[config.mk]
export PLATFORM = sky130hd
export DESIGN_NAME = capture_period_to_rpm
export DESIGN_NICKNAME = d
export VERILOG_FILES = /design/src/rtl/core/cptr_pkg.sv /design/src/rtl/core/cptr_front.sv /design/src/rtl/core/cptr_queue.sv /design/src/rtl/core/cptr_back.sv /design/src/rtl/core/capture_period_to_rpm.sv
export SDC_FILE = /design/constraint.sdc
export NUM_CORES = 1
export LEC_CHECK = 0
export ABC_AREA = 1
export BUFFER_PORTS_ARGS = -buffer_cell sky130_fd_sc_hd__clkbuf_2
export CORE_MARGIN = 5
export CORE_UTILIZATION = 60
export DETAILED_ROUTE_END_ITERATION = 10
export PLACE_DENSITY = 0.79
export SLEW_MARGIN = 20
export SYNTH_ARGS = -nofsm -noshare
export SYNTH_HDL_FRONTEND = slang
export SYNTH_HIERARCHICAL = 1
export SYNTH_SLANG_ARGS = --single-unit
export TNS_END_PERCENT = 30
[constraint.sdc]
create_clock -name i_clk -period 7.5 [get_ports i_clk]
set_clock_uncertainty 0.2 [all_clocks]
set_input_delay 0.75 -clock i_clk [delete_from_list [all_inputs] [get_ports i_clk]]
set_output_delay 0.75 -clock i_clk [all_outputs]
set_load 0.1 [all_outputs]
[src/rtl/core/cptr_pkg.sv]
// cptr_pkg: shared widths, constants and types for the capture period to rpm block
// no dependencies; imported by every module under rtl/core
package cptr_pkg;

    localparam int CLK_W  = 27;
    localparam int RPM_W  = 33;
    localparam int STEP_W = $clog2(RPM_W);

    localparam logic [CLK_W-1:0] CLOCK_RESET = CLK_W'(16000000);

    localparam int Q_DEPTH = 2;
    localparam int Q_AW    = $clog2(Q_DEPTH);
    localparam int Q_CW    = $clog2(Q_DEPTH + 1);

    typedef struct packed {
        logic measured;
        logic zero;
    } t_flags;

endpackage

[src/rtl/core/cptr_front.sv]
// cptr_front: takes timestamp requests, keeps the previous edge and forms the tick count
// depends on cptr_pkg; feeds cptr_queue
module cptr_front #(
    parameter int COUNTER_BITS = 24
) (
    input  logic                    i_clk,
    input  logic                    i_rst_n,
    input  logic                    i_valid,
    output logic                    o_stall,
    input  logic [COUNTER_BITS-1:0] i_capture_value,
    input  logic                    i_q_full,
    output logic                    o_push,
    output logic [COUNTER_BITS-1:0] o_ticks,
    output cptr_pkg::t_flags        o_flags
);
    import cptr_pkg::*;

    logic [COUNTER_BITS-1:0] r_last_capture;
    logic                    r_have_edge;
    logic [COUNTER_BITS-1:0] diff;
    logic [COUNTER_BITS-1:0] wrap;
    logic [COUNTER_BITS-1:0] ticks;

    assign o_stall = i_q_full;
    assign o_push  = i_valid & ~i_q_full;

    always_comb begin
        diff = r_last_capture - i_capture_value;
        // wrap form: all-ones minus new plus old
        wrap = ~i_capture_value + r_last_capture;
        if (!r_have_edge) begin
            ticks = '0;
        end else if (r_last_capture > i_capture_value) begin
            ticks = diff;
        end else begin
            ticks = wrap;
        end
    end

    assign o_ticks          = ticks;
    assign o_flags.measured = r_have_edge;
    assign o_flags.zero     = r_have_edge & (ticks == '0);

    always_ff @(posedge i_clk) begin
        if (!i_rst_n) begin
            r_last_capture <= '0;
            r_have_edge    <= 1'b0;
        end else if (o_push) begin
            r_last_capture <= i_capture_value;
            r_have_edge    <= 1'b1;
        end
    end

endmodule

[src/rtl/core/cptr_queue.sv]
// cptr_queue: short fifo of tick counts and flags between front and back
// depends on cptr_pkg
module cptr_queue #(
    parameter int COUNTER_BITS = 24
) (
    input  logic                    i_clk,
    input  logic                    i_rst_n,
    input  logic                    i_push,
    input  logic [COUNTER_BITS-1:0] i_ticks,
    input  cptr_pkg::t_flags        i_flags,
    input  logic                    i_pop,
    output logic                    o_full,
    output logic                    o_empty,
    output logic [COUNTER_BITS-1:0] o_ticks,
    output cptr_pkg::t_flags        o_flags
);
    import cptr_pkg::*;

    logic [COUNTER_BITS-1:0] r_ticks [Q_DEPTH];
    t_flags                  r_flags [Q_DEPTH];
    logic [Q_AW-1:0]         r_wr_ptr;
    logic [Q_AW-1:0]         r_rd_ptr;
    logic [Q_CW-1:0]         r_count;

    assign o_full  = (r_count == Q_CW'(Q_DEPTH));
    assign o_empty = (r_count == '0);
    assign o_ticks = r_ticks[r_rd_ptr];
    assign o_flags = r_flags[r_rd_ptr];

    always_ff @(posedge i_clk) begin
        if (i_push) begin
            r_ticks[r_wr_ptr] <= i_ticks;
            r_flags[r_wr_ptr] <= i_flags;
        end
    end

    always_ff @(posedge i_clk) begin
        if (!i_rst_n) begin
            r_wr_ptr <= '0;
            r_rd_ptr <= '0;
            r_count  <= '0;
        end else begin
            if (i_push) begin
                r_wr_ptr <= r_wr_ptr + 1'b1;
            end
            if (i_pop) begin
                r_rd_ptr <= r_rd_ptr + 1'b1;
            end
            if (i_push && !i_pop) begin
                r_count <= r_count + 1'b1;
            end else if (!i_push && i_pop) begin
                r_count <= r_count - 1'b1;
            end
        end
    end

endmodule

[src/rtl/core/cptr_back.sv]
// cptr_back: clock register, radix-2 restoring divider and output register
// depends on cptr_pkg; drains cptr_queue
module cptr_back #(
    parameter int COUNTER_BITS = 24
) (
    input  logic                       i_clk,
    input  logic                       i_rst_n,
    input  logic                       i_cfg_we,
    input  logic [cptr_pkg::CLK_W-1:0] i_cfg_data,
    input  logic                       i_q_empty,
    input  logic [COUNTER_BITS-1:0]    i_q_ticks,
    input  cptr_pkg::t_flags           i_q_flags,
    output logic                       o_pop,
    output logic                       o_valid,
    input  logic                       i_stall,
    output logic [cptr_pkg::RPM_W-1:0] o_rpm,
    output logic [COUNTER_BITS-1:0]    o_period_ticks,
    output logic                       o_measure_valid,
    output logic                       o_zero_period
);
    import cptr_pkg::*;

    typedef enum logic [1:0] {
        S_IDLE,
        S_DIV,
        S_DONE
    } t_state;

    t_state                  r_state, n_state;
    logic [STEP_W-1:0]       r_step, n_step;
    logic [COUNTER_BITS-1:0] r_rem, n_rem;
    logic [RPM_W-1:0]        r_quo, n_quo;
    logic [COUNTER_BITS-1:0] r_div, n_div;
    t_flags                  r_flags, n_flags;
    logic                    r_out_valid, n_out_valid;
    logic [RPM_W-1:0]        r_rpm, n_rpm;
    logic [COUNTER_BITS-1:0] r_ticks_out, n_ticks_out;
    logic                    r_mv, n_mv;
    logic                    r_zp, n_zp;
    logic [CLK_W-1:0]        r_clock_hz;

    logic                    out_take;
    logic [RPM_W-1:0]        dividend;
    logic [COUNTER_BITS:0]   trial;
    logic [COUNTER_BITS:0]   sub;
    logic                    ge;

    assign out_take = r_out_valid & ~i_stall;
    assign o_pop    = (r_state == S_IDLE) & ~i_q_empty;

    // clock_hz * 60 as (c << 6) - (c << 2)
    assign dividend = {r_clock_hz, 6'b0} - {4'b0, r_clock_hz, 2'b0};

    assign trial = {r_rem, r_quo[RPM_W-1]};
    assign sub   = trial - {1'b0, r_div};
    assign ge    = (trial >= {1'b0, r_div});

    always_comb begin
        n_state     = r_state;
        n_step      = r_step;
        n_rem       = r_rem;
        n_quo       = r_quo;
        n_div       = r_div;
        n_flags     = r_flags;
        n_out_valid = r_out_valid & ~out_take;
        n_rpm       = r_rpm;
        n_ticks_out = r_ticks_out;
        n_mv        = r_mv;
        n_zp        = r_zp;
        case (r_state)
            S_IDLE: begin
                if (!i_q_empty) begin
                    n_div   = i_q_ticks;
                    n_flags = i_q_flags;
                    n_rem   = '0;
                    n_step  = '0;
                    if (i_q_flags.measured && !i_q_flags.zero) begin
                        n_quo   = dividend;
                        n_state = S_DIV;
                    end else begin
                        n_quo   = '0;
                        n_state = S_DONE;
                    end
                end
            end
            S_DIV: begin
                n_rem = ge ? sub[COUNTER_BITS-1:0] : trial[COUNTER_BITS-1:0];
                n_quo = {r_quo[RPM_W-2:0], ge};
                if (r_step == STEP_W'(RPM_W - 1)) begin
                    n_state = S_DONE;
                end else begin
                    n_step = r_step + 1'b1;
                end
            end
            S_DONE: begin
                if (!r_out_valid || out_take) begin
                    n_rpm       = r_quo;
                    n_ticks_out = r_div;
                    n_mv        = r_flags.measured;
                    n_zp        = r_flags.zero;
                    n_out_valid = 1'b1;
                    n_state     = S_IDLE;
                end
            end
            default: begin
                n_state = S_IDLE;
            end
        endcase
    end

    always_ff @(posedge i_clk) begin
        if (!i_rst_n) begin
            r_state     <= S_IDLE;
            r_out_valid <= 1'b0;
            r_clock_hz  <= CLOCK_RESET;
        end else begin
            r_state     <= n_state;
            r_out_valid <= n_out_valid;
            if (i_cfg_we) begin
                r_clock_hz <= i_cfg_data;
            end
        end
        r_step      <= n_step;
        r_rem       <= n_rem;
        r_quo       <= n_quo;
        r_div       <= n_div;
        r_flags     <= n_flags;
        r_rpm       <= n_rpm;
        r_ticks_out <= n_ticks_out;
        r_mv        <= n_mv;
        r_zp        <= n_zp;
    end

    assign o_valid         = r_out_valid;
    assign o_rpm           = r_rpm;
    assign o_period_ticks  = r_ticks_out;
    assign o_measure_valid = r_mv;
    assign o_zero_period   = r_zp;

endmodule

[src/rtl/core/capture_period_to_rpm.sv]
// capture_period_to_rpm: tachometer top level, front, queue and divider back end
// depends on cptr_pkg, cptr_front, cptr_queue, cptr_back
//
//   channel   direction   handshake                 payload
//   input     in          i_in_valid / o_in_stall   i_capture_value
//   output    out         o_out_valid / i_out_stall o_rpm, o_period_ticks,
//                                                   o_measure_valid, o_zero_period
//   config    in          i_cfg_we                  i_cfg_data (clock_hz)
//
// a measured period is loaded into the back end, runs 33 divider steps (one
// quotient bit a cycle) and then fills the output register once it is free.
// the first edge and a zero period skip the divider: load, then output register.
// the front takes a request each cycle until the 2-entry queue fills.
// reset is synchronous, active low; clock_hz returns to 16000000.
module capture_period_to_rpm #(
    parameter int COUNTER_BITS = 24
) (
    input  logic                       i_clk,
    input  logic                       i_rst_n,
    input  logic                       i_cfg_we,
    input  logic [cptr_pkg::CLK_W-1:0] i_cfg_data,
    input  logic                       i_in_valid,
    output logic                       o_in_stall,
    input  logic [COUNTER_BITS-1:0]    i_capture_value,
    output logic                       o_out_valid,
    input  logic                       i_out_stall,
    output logic [cptr_pkg::RPM_W-1:0] o_rpm,
    output logic [COUNTER_BITS-1:0]    o_period_ticks,
    output logic                       o_measure_valid,
    output logic                       o_zero_period
);
    import cptr_pkg::*;

    logic                    push;
    logic                    pop;
    logic                    q_full;
    logic                    q_empty;
    logic [COUNTER_BITS-1:0] f_ticks;
    logic [COUNTER_BITS-1:0] q_ticks;
    t_flags                  f_flags;
    t_flags                  q_flags;

    cptr_front #(.COUNTER_BITS(COUNTER_BITS)) u_front (
        .i_clk           (i_clk),
        .i_rst_n         (i_rst_n),
        .i_valid         (i_in_valid),
        .o_stall         (o_in_stall),
        .i_capture_value (i_capture_value),
        .i_q_full        (q_full),
        .o_push          (push),
        .o_ticks         (f_ticks),
        .o_flags         (f_flags)
    );

    cptr_queue #(.COUNTER_BITS(COUNTER_BITS)) u_queue (
        .i_clk   (i_clk),
        .i_rst_n (i_rst_n),
        .i_push  (push),
        .i_ticks (f_ticks),
        .i_flags (f_flags),
        .i_pop   (pop),
        .o_full  (q_full),
        .o_empty (q_empty),
        .o_ticks (q_ticks),
        .o_flags (q_flags)
    );

    cptr_back #(.COUNTER_BITS(COUNTER_BITS)) u_back (
        .i_clk           (i_clk),
        .i_rst_n         (i_rst_n),
        .i_cfg_we        (i_cfg_we),
        .i_cfg_data      (i_cfg_data),
        .i_q_empty       (q_empty),
        .i_q_ticks       (q_ticks),
        .i_q_flags       (q_flags),
        .o_pop           (pop),
        .o_valid         (o_out_valid),
        .i_stall         (i_out_stall),
        .o_rpm           (o_rpm),
        .o_period_ticks  (o_period_ticks),
        .o_measure_valid (o_measure_valid),
        .o_zero_period   (o_zero_period)
    );

endmodule
# Word level (Yosys, flattened, before mapping)

Memory sizes are Yosys's and may differ from the RTL's. A register that Yosys moved wholly into a read port is not among the register bits.
Index checks and enable logic that the tools add are counted.

Input bits: 56
Memories kept: 2
Output and inout port bits: 61
Logic and storage cells: 90
Bits in registers: 183
Bits in writable memories: 52

Reduce and logical (&&, ||, !) cells: 18
Add/subtract/negate cells: 9
Bitwise operators: 10
Multiplexer cells: 24
Magnitude comparators: 2
Eq/ne operators: 8

Memories:

| name            | words | bits a word | read ports | clocked after Yosys merged registers in | wr ports | line             | source |
|---|---|---|---|---|---|---|---|
| u_queue.r_ticks | 2     | 24          | 1          | 1                                       | 1        | cptr_queue.sv:19 | `logic [COUNTER_BITS-1:0] r_ticks [Q_DEPTH];` |
| u_queue.r_flags | 2     | 2           | 1          | 1                                       | 1        | cptr_queue.sv:20 | `t_flags r_flags [Q_DEPTH];` |

Operators by type and width:

| operator            | count |
|---|---|
| $mux 24             | 4 |
| $mux 33             | 2 |
| $pmux 33 s2         | 1 |
| $pmux 24 s2         | 1 |
| $sub 24x24->24      | 2 |
| $sub 33x29->33      | 1 |
| $ge 25x24->1        | 1 |
| $add 24x24->24      | 1 |
| $gt 24x24->1        | 1 |
| $logic_not 24->1    | 1 |
| $not 24->24         | 1 |
| $mux 2              | 6 |
| $mux 6              | 2 |
| $pmux 6 s2          | 1 |
| $add 6x1->6 const B | 1 |
| $eq 6x6->1 const B  | 1 |
| $mux 1              | 6 |
| $pmux 2 s3          | 1 |
| $reduce_and 2->1    | 3 |
| $reduce_and 3->1    | 2 |
| $and 1x1->1         | 5 |
| $eq 2x2->1 const B  | 2 |
| $logic_not 1->1     | 4 |
| $logic_not 2->1     | 2 |
| 10 further kinds    | 19 |

# Logic depth before layout (Yosys ltp)

Gate-level depths: netlist of the first run.

Word-level depth: 7
Mapped depth: 21
Gate-level depth less buffers: 20

# Hierarchy

The synthesis of the first run kept the hierarchy.

Modules (own cells, without submodules):

| module     | area each (sq um) | times used | cells an instance | sequential area each (sq um) |
|---|---|---|---|---|
| cptr_back  | 10,182.3          | 1          | 1,271             | 5,044.8 |
| cptr_front | 3,868.7           | 1          | 739               | 500.5 |
| cptr_queue | 2,208.4           | 1          | 116               | 1,661.6 |

# Worst setup path after synthesis of the first run

No wires, ideal clock.

Path kind: register -> register
From: reg u_back.r_out_valid, in the netlist u_back/o_valid
To: reg u_back.r_mv, in the netlist u_back/o_measure_valid (enable)
Slack: 3.161 ns
Period minus slack after synthesis: 4.339 ns
Arrival: 3.643 ns
Library setup time: 0.495 ns
Stages on the path, launching flop included: 2
Path through: dfxtp_1 -> a21oi_1

Word-level cells in the longest chain between the ends: 3
Elaborated cells on any way between the ends: 4
Classes of those cells: bitwise (1); reduce/logical (3)

RTL lines:

| item                                           | line                             | source |
|---|---|---|
| start, declared                                | cptr_back.sv:35                  | `logic r_out_valid, n_out_valid;` |
| start signal, assigned                         | cptr_back.sv:118                 | `r_out_valid <= n_out_valid;` |
| $and 1x1->1 or $logic_not 1->1 (tied branches) | cptr_back.sv:48, cptr_back.sv:96 |  |
| $logic_or 1x1->1 (*)                           | cptr_back.sv:96                  | `if (!r_out_valid \|\| out_take) begin` |
| $reduce_and 2->1 (no source line) (*)          | n/a                              |  |
| end signal, assigned                           | cptr_back.sv:130                 | `r_mv <= n_mv;` |
| end, declared                                  | cptr_back.sv:38                  | `logic r_mv, n_mv;` |

Every way passes the cells marked *; elsewhere a longest branch is shown, timed or not.
A chain may end at the register's enable or synchronous reset.

==> results.md, run 1 <==
- Status: finished clean
- Pwr Density: 425.1 nW/µm²
- Initial antenna violation count: 0
- Synth Flop Type: edfxtp_1
- Synth Area in Compound Gates: 0.07857
- Postcts setup bufs: 0
- Layout cell share with drive strength beyond 1: 0.1056
- Max-Cap Viols: 0
- Leak pwr: 0.009160 µW
- Die Y: between 150 and 200 µm
- Crit path max fanout: 31
- Synth area leader: edfxtp_1
- Hold_sp: i_cfg_data[18]
- Final setup viols: 0
- Period minus WS final: roughly 3.2 ns
- Drt first-iter violations: 1283
- FMAX: about 0.31 GHz
- Placed Cells incl. Taps: 2552
- Detailed-route via count: 13790
- Clock insertion delay at the later pin of the skew report: 0.55 ns
- GPL Wtd Cong: 1.003
- Most frequent cells in the layout: nand2_1, inv_1, edfxtp_1
- Worst r2r src: u_front/r_last_capture[0]$_SDFFE_PN0P_
- Avg Inst Size Synth: 7.648 µm²
- WHS: around 0.22 ns
- DRC: 0
- Power Total: 7697 µW
- Post-Syn Area: 16260 µm²
- Number of global-route vias before repair: about 13000
- # hold bufs at CTS: 0
- Nets: between 2000 and 2500
- Largest net degree at the start of global routing: 60
- Vias per cell: 5.295
- Rows: 60
- H-tree levels: 1
- Post-synthesis mux area share: 0.02262
- Antenna-violating nets left: 0
- Synth Warn #: 6
- Clock Sinks: 260
- Final hold violation count: 0
- Synth Area in Adders: 0.06218
- Synth Instances: 2126
- Wire length per cell: 15.59 µm
- DRT Wirelength: 40590 µm
- Resize count post-CTS: 0
- RSZ-0062 raised after global routing: no
- IO Pins: 117
- Die width: 174.6 µm
- Worst VDD drop: just under 0.4 mV
- Worst setup SP type: flop
- EDFF count, synth: 200
- Post-synth cell types: 49
- Die area: 30490 µm²
- Final period util: 0.4257
- Worst setup startpoint: u_front/r_last_capture[0]$_SDFFE_PN0P_
- Setup TNS Final: 0 ns
- Worst setup path category: flop to flop
- Seq/Total Area, Yosys: 0.4432
- HPWL Detailed: 31750 µm
- Commonest non-fill, non-tap cell in the layout: nand2_1
- Pre-antenna DRT Iters: 5
- CTS max path bufs: 3
- Synthesized Nets: about 2300
- Core Region: 26800 µm²
- Crit path DAT: 3.39 ns
- Initial core utilization: 0.6067
- Root Driver: clkbuf_16
- Total gr overflow: 0
- Largest family of logic cells by synthesized area: simple AND/OR/NAND/NOR gates
- Simple-gate area share of the yosys netlist: 0.2727
- Worst-margin pin slew: 1.023 ns
- CTS tree: yes
- FFs w/ async S/R, synth: 0
- Final Max Tran Viols: 0
- Synth top area share: 0.3694
- CTS Buf Count: 28
- Seq cells post-synth: 260
- Post-synthesis xor/xnor area fraction: 0.01293
- Fin cells: 2604
- Synth top area cells: edfxtp_1, nand2_1, inv_1
- Port bufs: around 120
- Area grow syn2layout: 11.34%
- Critical Path RT: 7.70 ns
- Slew HR: 0.3175
- First-pass GRT wire length: 65960 µm
- GR Util All Layers: 0.2634
- Fillcell total: between 2000 and 2500
- Hold crit path type: primary input to flop
- Clk slew on worst S/H paths: 0.06 ns
- Final core utilization: 0.6755
- Crit path capture type: flop
- Diodes inserted: 0
==> worst paths after layout <==
kind	end	depth (start not counted)	slack, ns
hold / removal	u_back/r_clock_hz[18]$_SDFFE_PN1P_	3	0.22
hold reg to reg	u_back/o_period_ticks[2]$_DFFE_PP_	0	0.25
setup / recovery	u_queue/r_flags[1][0]$_DFFE_PP_	19	4.31
setup reg to reg	u_queue/r_flags[1][0]$_DFFE_PP_	19	4.31
==> kinds of logic after synthesis <==
family,count (synthesis)
AOI/OAI and AO/OA,241
xor gates and xnor gates,24
adders and majority gates,79
buffers and inverters,437
DFF,260
muxes,26
and+or+nand+nor,1059
==> report_power, final <==
group / switching (µW) / total [µW] / leakage, µW / internal, µW
Sequential: 248 / 2520 / 0.00243 / 2270
Clock: 556 / 1440 / 0.000475 / 887
Combinational: 2710 / 3740 / 0.00626 / 1030
Total: 3510 / 7700 / 0.00916 / 4180
==> state kept, by name (all words and copies together) (netlist names), 4 cells and up, named ones only <==
name,cells
u_back/r_rem,24
u_queue/r_flags,4
u_back/r_div,24
u_back/r_step,6
u_back/r_quo,33
u_front/r_last_capture,24
u_queue/r_ticks,48
u_back/r_clock_hz,27
u_back/o_rpm,33
u_back/o_period_ticks,24
==> Yosys cell counts (6+ instances only) <==
cell,number
nand3_1,148
inv_1,393
nand4_1,28
mux2_4,20
buf_6,8
a21oi_1,122
nand2_1,662
nor2_1,170
clkbuf_1,22
edfxtp_1,200
mux2_2,6
nor3_1,9
ha_1,76
xnor2_1,12
o21ai_0,91
nand2_2,13
xor2_1,12
o21ai_1,6
dfxtp_1,60
nor2_2,7
o21bai_1,7
==> critical path: stages (launching register included) <==
cell and delay [ns]:
dfxtp_1 0.32, inv_1 0.06, ha_1 0.15, inv_1 0.09
fa_1 0.48, nand3_1 0.11, nand2_1 0.12, nand2_1 0.08
nand2_1 0.09, nand2_2 0.10, nand3_4 0.18, nand2_4 0.33
nand2_1 0.09, nand3_1 0.14, nand2_1 0.07, inv_1 0.06
nand2_1 0.05, nor2_1 0.11, nand2_1 0.08, nor2_1 0.12
==> per-layer routing <==
layer	vias up	wire length, µm	GRT usage
li1	7033	-	-
met1	6264	18910	0.3881
met2	420	18090	0.4180
met3	71	2539	0.03267
met4	0	1049	0.06579
met5	-	0	0
==> final cells by class <==
class                      count  area, µm²  area share
clock buffer                  35      757.0     0.04181
clock inverter                17      229.0     0.01265
inverter                     396       1488     0.08218
multi-input combinational   1429       7341      0.4055
sequential                   260       7207      0.3981
tap                          341      426.7     0.02357
timing repair buffer         126      655.6     0.03622
==> per-stage QoR <==
step           worst slack [ns]  cell area (µm²)
6_report                  4.307            18100
5_1_grt                   4.004            18100
4_1_cts                   4.334            18100
3_5_place_dp              3.842            17120
3_3_place_gp              3.993            17120
2_1_floorplan             3.161            16260
(Power assumes the default switching activity.)
==> run 2, diff against run 1 <==
--- a/config.mk
+++ b/config.mk
@@ -5,12 +5,12 @@
 export SDC_FILE = /design/constraint.sdc
 export NUM_CORES = 1
 export LEC_CHECK = 0
-export ABC_AREA = 1
+export ABC_AREA = 0
 export BUFFER_PORTS_ARGS = -buffer_cell sky130_fd_sc_hd__clkbuf_2
 export CORE_MARGIN = 5
-export CORE_UTILIZATION = 60
+export CORE_UTILIZATION = 55
 export DETAILED_ROUTE_END_ITERATION = 10
-export PLACE_DENSITY = 0.79
+export PLACE_DENSITY = 0.77
 export SLEW_MARGIN = 20
 export SYNTH_ARGS = -nofsm -noshare
 export SYNTH_HDL_FRONTEND = slang
==> constraint.sdc (replaced) <==
create_clock -name i_clk -period 2.8 [get_ports i_clk]
set_clock_uncertainty 0.2 [all_clocks]
set_input_delay 0.28 -clock i_clk [delete_from_list [all_inputs] [get_ports i_clk]]
set_output_delay 0.28 -clock i_clk [all_outputs]
set_load 0.1 [all_outputs]
==> run 2 against run 1 <==
The flow now finishes with violations (setup timing). Utilization is 6.0 points higher. Sequential share of layout area is 2.2 points lower. Clock power is 140% higher. Register-to-register slack worse by 5.7 ns. Hold slack worse by 0.15 ns. Die area is 2.1% lower. Clock-buffer cell count is 4 lower. Sequential power grew to 2.7 times the previous value. Area after synthesis is 10% lower. Final area is 5.8% higher. Combinational power grew to 2.9 times the previous value.
==> results.md, run 2 <==
- DRT Wirelength: 37580 µm
- HPWL Detailed: 26550 µm
- H-tree levels: 1
- Post-route setup slack: -1.359 ns
- Synth Instances: 1374
- Fin cells: around 2100
- Slew HR: 0.3283
- CTS max path bufs: 3
- Clock Sinks: 260
- Diodes inserted: 0
- Most frequent cell after synthesis: edfxtp_1
- Clock insertion delay at the later pin of the skew report: 0.54 ns
- Max reg flops: 48
- Critical Path RT: about 3 ns
- Drt first-iter violations: around 1000
- R2R Setup Slk: -1.36 ns
- Placed Cells incl. Taps: 2014
- Worst Hold End: u_queue/r_wr_ptr$_SDFFE_PN0P_
- Worst VDD drop: about 0.97 mV
- GR Util All Layers: 0.2421
- Avg Inst Size Synth: 10.61 µm²
- CTS Buf Count: 27
- Worst-path cell chain: inv_2 > ha_4 > inv_2 > fa_2 > inv_2 > o21ai_4 > a221oi_4 > buf_4 > o211ai_4 > mux2_4 > a221oi_2 > mux2i_1 > or4_1 > or4_4 > nor4b_4 > and4b_1
- Most frequent cells in the layout: buf_4, edfxtp_1, nand2_1
- Leak pwr: roughly 0.0081 µW
- RSZ-0062 raised after global routing: yes
- Seq cells post-synth: 260
- Seq/Total Area, Yosys: 0.4945
- Synth area leader: edfxtp_1
- Area grow syn2layout: 31.44%
- Crit-path most repeated cell: inv_2
- Crit path max fanout: 4
- Worst setup SP type: flop
- Crit path DAT: 4.35 ns
- Core Region: 26060 µm²
- Status: finished, violations left
- EDFF count, synth: 200
- CP peak stage delay: between 0.4 and 0.5 ns
- Synth top area cells: edfxtp_1, dfxtp_1, ha_1
- Post-synth cell types: 94
- Number of global-route vias before repair: 11940
- Clk slew on worst S/H paths: 0.06 ns
- Synth Flop Type: edfxtp_1
- WHS: 0.07371 ns
- Max-Cap Viols: 0
- Vias per cell: about 5.6
- Detailed-route via count: roughly 12000
- FFs w/ async S/R, synth: 0
- Fin area: 19160 µm²
- Synthesized Nets: 1509
- Failing checks: setup timing
- Hold_sp: i_in_valid
- Worst setup path category: flop to flop
- Worst r2r dst: u_queue/r_flags[0][0]$_DFFE_PP_
- Most flops, register: u_queue/r_ticks
- Total gr overflow: 0
- Nets: about 1900
- IO Pins: ~120
- Final core utilization: 0.7352
- Dpl cell area: around 17000 µm²
- Largest net degree at the start of global routing: ~60
- Crit path capture type: flop
- Initial core utilization: 0.5593
- FMAX: approximately 0.24 GHz
- Worst-margin pin slew: just over 1 ns
- Worst path slowest cell: or4_1
- Wire length per cell: ~18 µm
- Die Y: 172.8 µm
- R2R cell count: 16
- DRC: 0
- Final period util: 1.485
- Hold depth: 5
- Post-synth top cells: edfxtp_1, nand2_1, inv_1, a21oi_1, nor2_1
- Initial antenna violation count: 0
- Worst slack, placed: -1.350 ns
- Synth Warn #: 6
- Root Driver: clkbuf_16
- Worst r2r src: u_front/r_last_capture[0]$_SDFFE_PN0P_
- GPL Wtd Cong: 0.9065
- Pre-antenna DRT Iters: 5
- First-pass GRT wire length: a little over 60000 µm
- Port bufs: approximately 120
- Period minus WS final: just over 4 ns
- Layout cell share with drive strength beyond 1: 0.3143
- Pwr Density: 1107 nW/µm²
- Die area: 29860 µm²
- Antenna-violating nets left: 0
- Die width: 172.8 µm
- Hold crit path type: primary input to flop
- Final setup viols: 63
- Rows: 59
- Final Max Tran Viols: 0
- Final hold violation count: 0
- Synth top area share: 0.4121
- CTS tree: yes
- Commonest non-fill, non-tap cell in the layout: buf_4
- Post-Syn Area: 14580 µm²
## run 2: cell types whose count changed after synthesis, moves of 41 or more
cell	previous run	this run
a21oi_1	122	81
inv_1	393	113
nand2_1	662	138
nand3_1	148	25
nor2_1	170	80
o21ai_0	91	42
## run 2: worst max-delay path, delay by kind of cell, from the launching register on
kind | cells | cell delay, ns
AOI/OAI and AO/OA | 4 | 0.73
and+or+nand+nor | 4 | 1.40
muxes | 2 | 0.47
buffers and inverters | 4 | 0.37
adders and majority gates | 2 | 0.52
DFF | 1 | 0.32
## run 2: worst max-delay path by stage
stage | start | end | slack [ns]
after global placement | i_capture_value[11] | u_queue/r_flags[0][0]$_DFFE_PP_ | -1.24
final | u_front/r_last_capture[0]$_SDFFE_PN0P_ | u_queue/r_flags[0][0]$_DFFE_PP_ | -1.36
after CTS | u_front/r_last_capture[0]$_SDFFE_PN0P_ | u_queue/r_flags[0][0]$_DFFE_PP_ | -1.16
after global routing | u_front/r_last_capture[0]$_SDFFE_PN0P_ | u_queue/r_flags[0][0]$_DFFE_PP_ | -1.48
after detailed placement | i_capture_value[11] | u_queue/r_flags[0][0]$_DFFE_PP_ | -1.35
after floorplan | u_front/r_last_capture[0]$_SDFFE_PN0P_ | u_queue/r_flags[0][0]$_DFFE_PP_ | -1.00
## run 2: final cells by class
| class | count | area [µm²] |
|---|---|---|
| repair buffers | 422 | 3090 |
| well taps | 335 | 419.2 |
| inverters | 114 | 427.9 |
| fillers | 1747 | 6900 |
| clock inverters | 19 | 166.4 |
| multi-input cells | 942 | 7153 |
| clock buffers | 31 | 690.7 |
| flip-flops and latches | 260 | 7211 |
## run 2: what timing repair did
action,CTS,global route
pin swaps,29,16
endpoints found under the hold margin,52,0
gates resized for setup,53,51
hold buffers,52,0
gates cloned,0,0
endpoints found under the setup margin,69,81
setup buffers,6,5
## run 2: report_power, final
group	leakage [µW]	internal [µW]	switching (µW)
Combinational	0.00532	4350	6700
Sequential	0.00241	5970	722
Clock	0.000407	1970	1500
## run 2: through the flow
stage	power, µW	TNS, ns
finish	21200	-22.58
global route	22380	-31.91
CTS	20960	-17.99
detailed placement	17120	-26.81
global placement	16830	-22.94
floorplan	13530	-18.73
## run 2: kinds of logic after synthesis
family	after synthesis	synth area share
AO/OA/AOI/OAI	334	0.1648
AND/OR/NAND/NOR	395	0.1340
adder cells (fa/ha/maj)	79	0.06936
XOR/XNOR	67	0.04026
flip-flops	260	0.4945
multiplexers	67	0.04859
buffers and inverters	172	0.04850
## run 2: metal layers
layer	global-route usage	part of all wire	wire, µm	up-vias
met2	0.4083	0.49	18480	376
met1	0.3248	0.42	15830	5644
met4	0.07206	0.028	1063	0
li1	-	-	-	5765
met3	0.03865	0.059	2200	82
met5	0	0	0	-
==> run 3, diff against run 2 <==
--- a/config.mk
+++ b/config.mk
@@ -10,7 +10,7 @@
 export CORE_MARGIN = 5
 export CORE_UTILIZATION = 55
 export DETAILED_ROUTE_END_ITERATION = 10
-export PLACE_DENSITY = 0.77
+export PLACE_DENSITY = 0.83
 export SLEW_MARGIN = 20
 export SYNTH_ARGS = -nofsm -noshare
 export SYNTH_HDL_FRONTEND = slang
==> run 3 against run 2 <==
The run still ends with setup timing left. Via count grew 3.0%. Setup slack gained 0.21 ns. Clock-buffer cell count shrank 1. Hold slack gained 0.10 ns. Flip-flop and latch count is the same. Sequential share of layout area shrank 0.18 points. Routed wire length grew 6.3%. Global-route usage grew 1.1 points. Critical endpoint is now u_queue/r_flags[1][0]$_DFFE_PP_. Largest cell class is now multi-input combinational cells.
==> results.md, run 3 (synthesis results as in run 2) <==
- Setup TNS Final: -17.96 ns
- Wire length per cell: about 19 µm
- Clock Sinks: 260
- Die area: 29860 µm²
- Pwr Density: between 1000 and 1500 nW/µm²
- Initial antenna violation count: 1
- Post-route setup slack: -1.153 ns
- Commonest non-fill, non-tap cell in the layout: buf_4
- Fillcell total: 1660
- Crit path max fanout: 4
- Die Y: 172.8 µm
- Worst VDD drop: 0.7624 mV
- Final period util: 1.412
- Worst-path cell chain: inv_2 > ha_4 > inv_2 > fa_2 > inv_2 > o21ai_4 > a221oi_4 > o211ai_4 > mux2_4 > a221oi_4 > mux2i_1 > or4_1 > or4_4 > nor4b_2 > and4b_1
- First-pass GRT wire length: 63480 µm
- Crit path DAT: 4.16 ns
- Number of global-route vias before repair: ~12000
- CTS Buf Count: 27
- Critical Path RT: 3.01 ns
- Port bufs: approximately 120
- CTS tree: yes
- CP delay by family, top: simple AND/OR/NAND/NOR gates
- Pre-antenna DRT Iters: 6
- CP peak stage delay: approximately 0.43 ns
- Initial core utilization: 0.5593
- Worst r2r dst: u_queue/r_flags[1][0]$_DFFE_PP_
- R2R Setup Slk: -1.15 ns
- Period minus WS final: 3.953 ns
- Crit path capture type: flop
- Die width: about 170 µm
- DRT Wirelength: 39930 µm
- IO Pins: 117
- Clk slew on worst S/H paths: 0.06 ns
- Max-Cap Viols: 0
- Total gr overflow: 0
- Root Driver: clkbuf_16
- H-tree levels: 1
- CP endpoint: u_queue/r_flags[1][0]$_DFFE_PP_
- DRC: 0
- Worst setup startpoint: u_front/r_last_capture[0]$_SDFFE_PN0P_
- R2R cell count: 15
- Area grow syn2layout: 32.04%
- Worst-margin pin slew: 1.003 ns
- WP depth: 15
- Max reg flops: 48
- Detailed-route via count: 12220
- Most frequent cells in the layout: buf_4, edfxtp_1, nand2_1
- WHS: 0.1741 ns
- Hold crit path type: primary input to flop
- Leak pwr: 0.008080 µW
- Final hold violation count: 0
- Worst path slowest cell: or4_4
- Final Max Tran Viols: 0
- Core Region: 26060 µm²
- GPL Wtd Cong: 0.9355
- Final setup viols: 60
- Nets: 1881
- Antenna-violating nets left: 0
- Drt first-iter violations: ~1000
- GR Util All Layers: 0.2534
- Slew HR: 0.3311
- Status: finished, violations left
- Failing checks: setup timing
- Worst setup SP type: flop
- Clock insertion delay at the later pin of the skew report: approximately 0.55 ns
- FMAX: between 0.2 and 0.3 GHz
- HPWL Detailed: 27170 µm
- CTS max path bufs: 3
- Rows: 59
- RSZ-0062 raised after global routing: yes
- Vias per cell: 5.812
- Worst r2r src: u_front/r_last_capture[0]$_SDFFE_PN0P_
- Crit-path most repeated cell: inv_2
- Layout cell share with drive strength beyond 1: 0.3203
- Worst setup path category: flop to flop
- Most flops, register: u_queue/r_ticks
- Crit path buf inv count: 3
- Largest net degree at the start of global routing: between 60 and 70
## run 3: per-stage QoR
stage | worst slack, ns | area (µm²) | power, µW | util | std cells
floorplan | -1.004 | 14620 | 13530 | - | 1374
finish | -1.153 | 19240 | 22050 | 0.7385 | 2103
global placement | -1.195 | 17100 | 16740 | 0.6562 | 1991
global route | -1.314 | 19240 | 23150 | 0.7385 | 2103
CTS | -1.145 | 18850 | 21420 | 0.7232 | 2101
detailed placement | -1.303 | 17100 | 17090 | 0.6562 | 1991
## run 3: area by class of cell
cell class | count | area, µm² | area share
sequential | 260 | 7208 | 0.3746
multi-input combinational | 942 | 7300 | 0.3793
antenna | 1 | 2.502 | 0.0001300
timing repair buffer | 401 | 2935 | 0.1525
clock buffer | 30 | 686.9 | 0.03569
clock inverter | 20 | 265.3 | 0.01378
tap | 335 | 419.2 | 0.02178
inverter | 114 | 427.9 | 0.02224
## run 3: power by group
part           internal [µW]  switching [µW]
Sequential              5970             780
Clock                   2330            1500
Combinational           4430            7040
## run 3: per-layer routing
layer,track usage,vias up,part of all wire
met1,0.3381,5866,0.42
li1,-,5718,-
met4,0.09401,0,0.036
met2,0.4260,511,0.49
met3,0.03275,127,0.063
met5,0,-,0
## run 3: how the worst min path moves through the flow
stage / start / end / slack (ns) / depth (start not counted)
2_1_floorplan: i_rst_n / u_queue/r_wr_ptr$_SDFFE_PN0P_ / 0.20 / 1
3_3_place_gp: u_back/r_flags[0]$_DFFE_PP_ / u_back/o_zero_period$_DFFE_PP_ / 0.21 / 0
3_5_place_dp: u_back/r_flags[0]$_DFFE_PP_ / u_back/o_zero_period$_DFFE_PP_ / 0.21 / 0
4_1_cts: i_in_valid / u_front/r_last_capture[20]$_SDFFE_PN0P_ / 0.14 / 5
5_1_grt: i_in_valid / u_front/r_last_capture[20]$_SDFFE_PN0P_ / 0.22 / 5
6_report: i_in_valid / u_front/r_last_capture[18]$_SDFFE_PN0P_ / 0.17 / 5
## run 3: worst reg2reg max path, cell delays in order (launching register included)
cell and delay (ns):
dfxtp_2 0.33, inv_2 0.06, ha_4 0.13, inv_2 0.03
fa_2 0.34, inv_2 0.09, o21ai_4 0.06, a221oi_4 0.34
o211ai_4 0.16, mux2_4 0.34, a221oi_4 0.26, mux2i_1 0.12
or4_1 0.41, or4_4 0.43, nor4b_2 0.27, and4b_1 0.24
## run 3: what timing repair did
item / CTS / global route
hold buffers: 52 / 0
pin swaps: 23 / 26
setup endpoints to repair: 71 / 80
resized for setup: 48 / 75
setup buffers: 9 / 3
endpoints found under the hold margin: 52 / 0
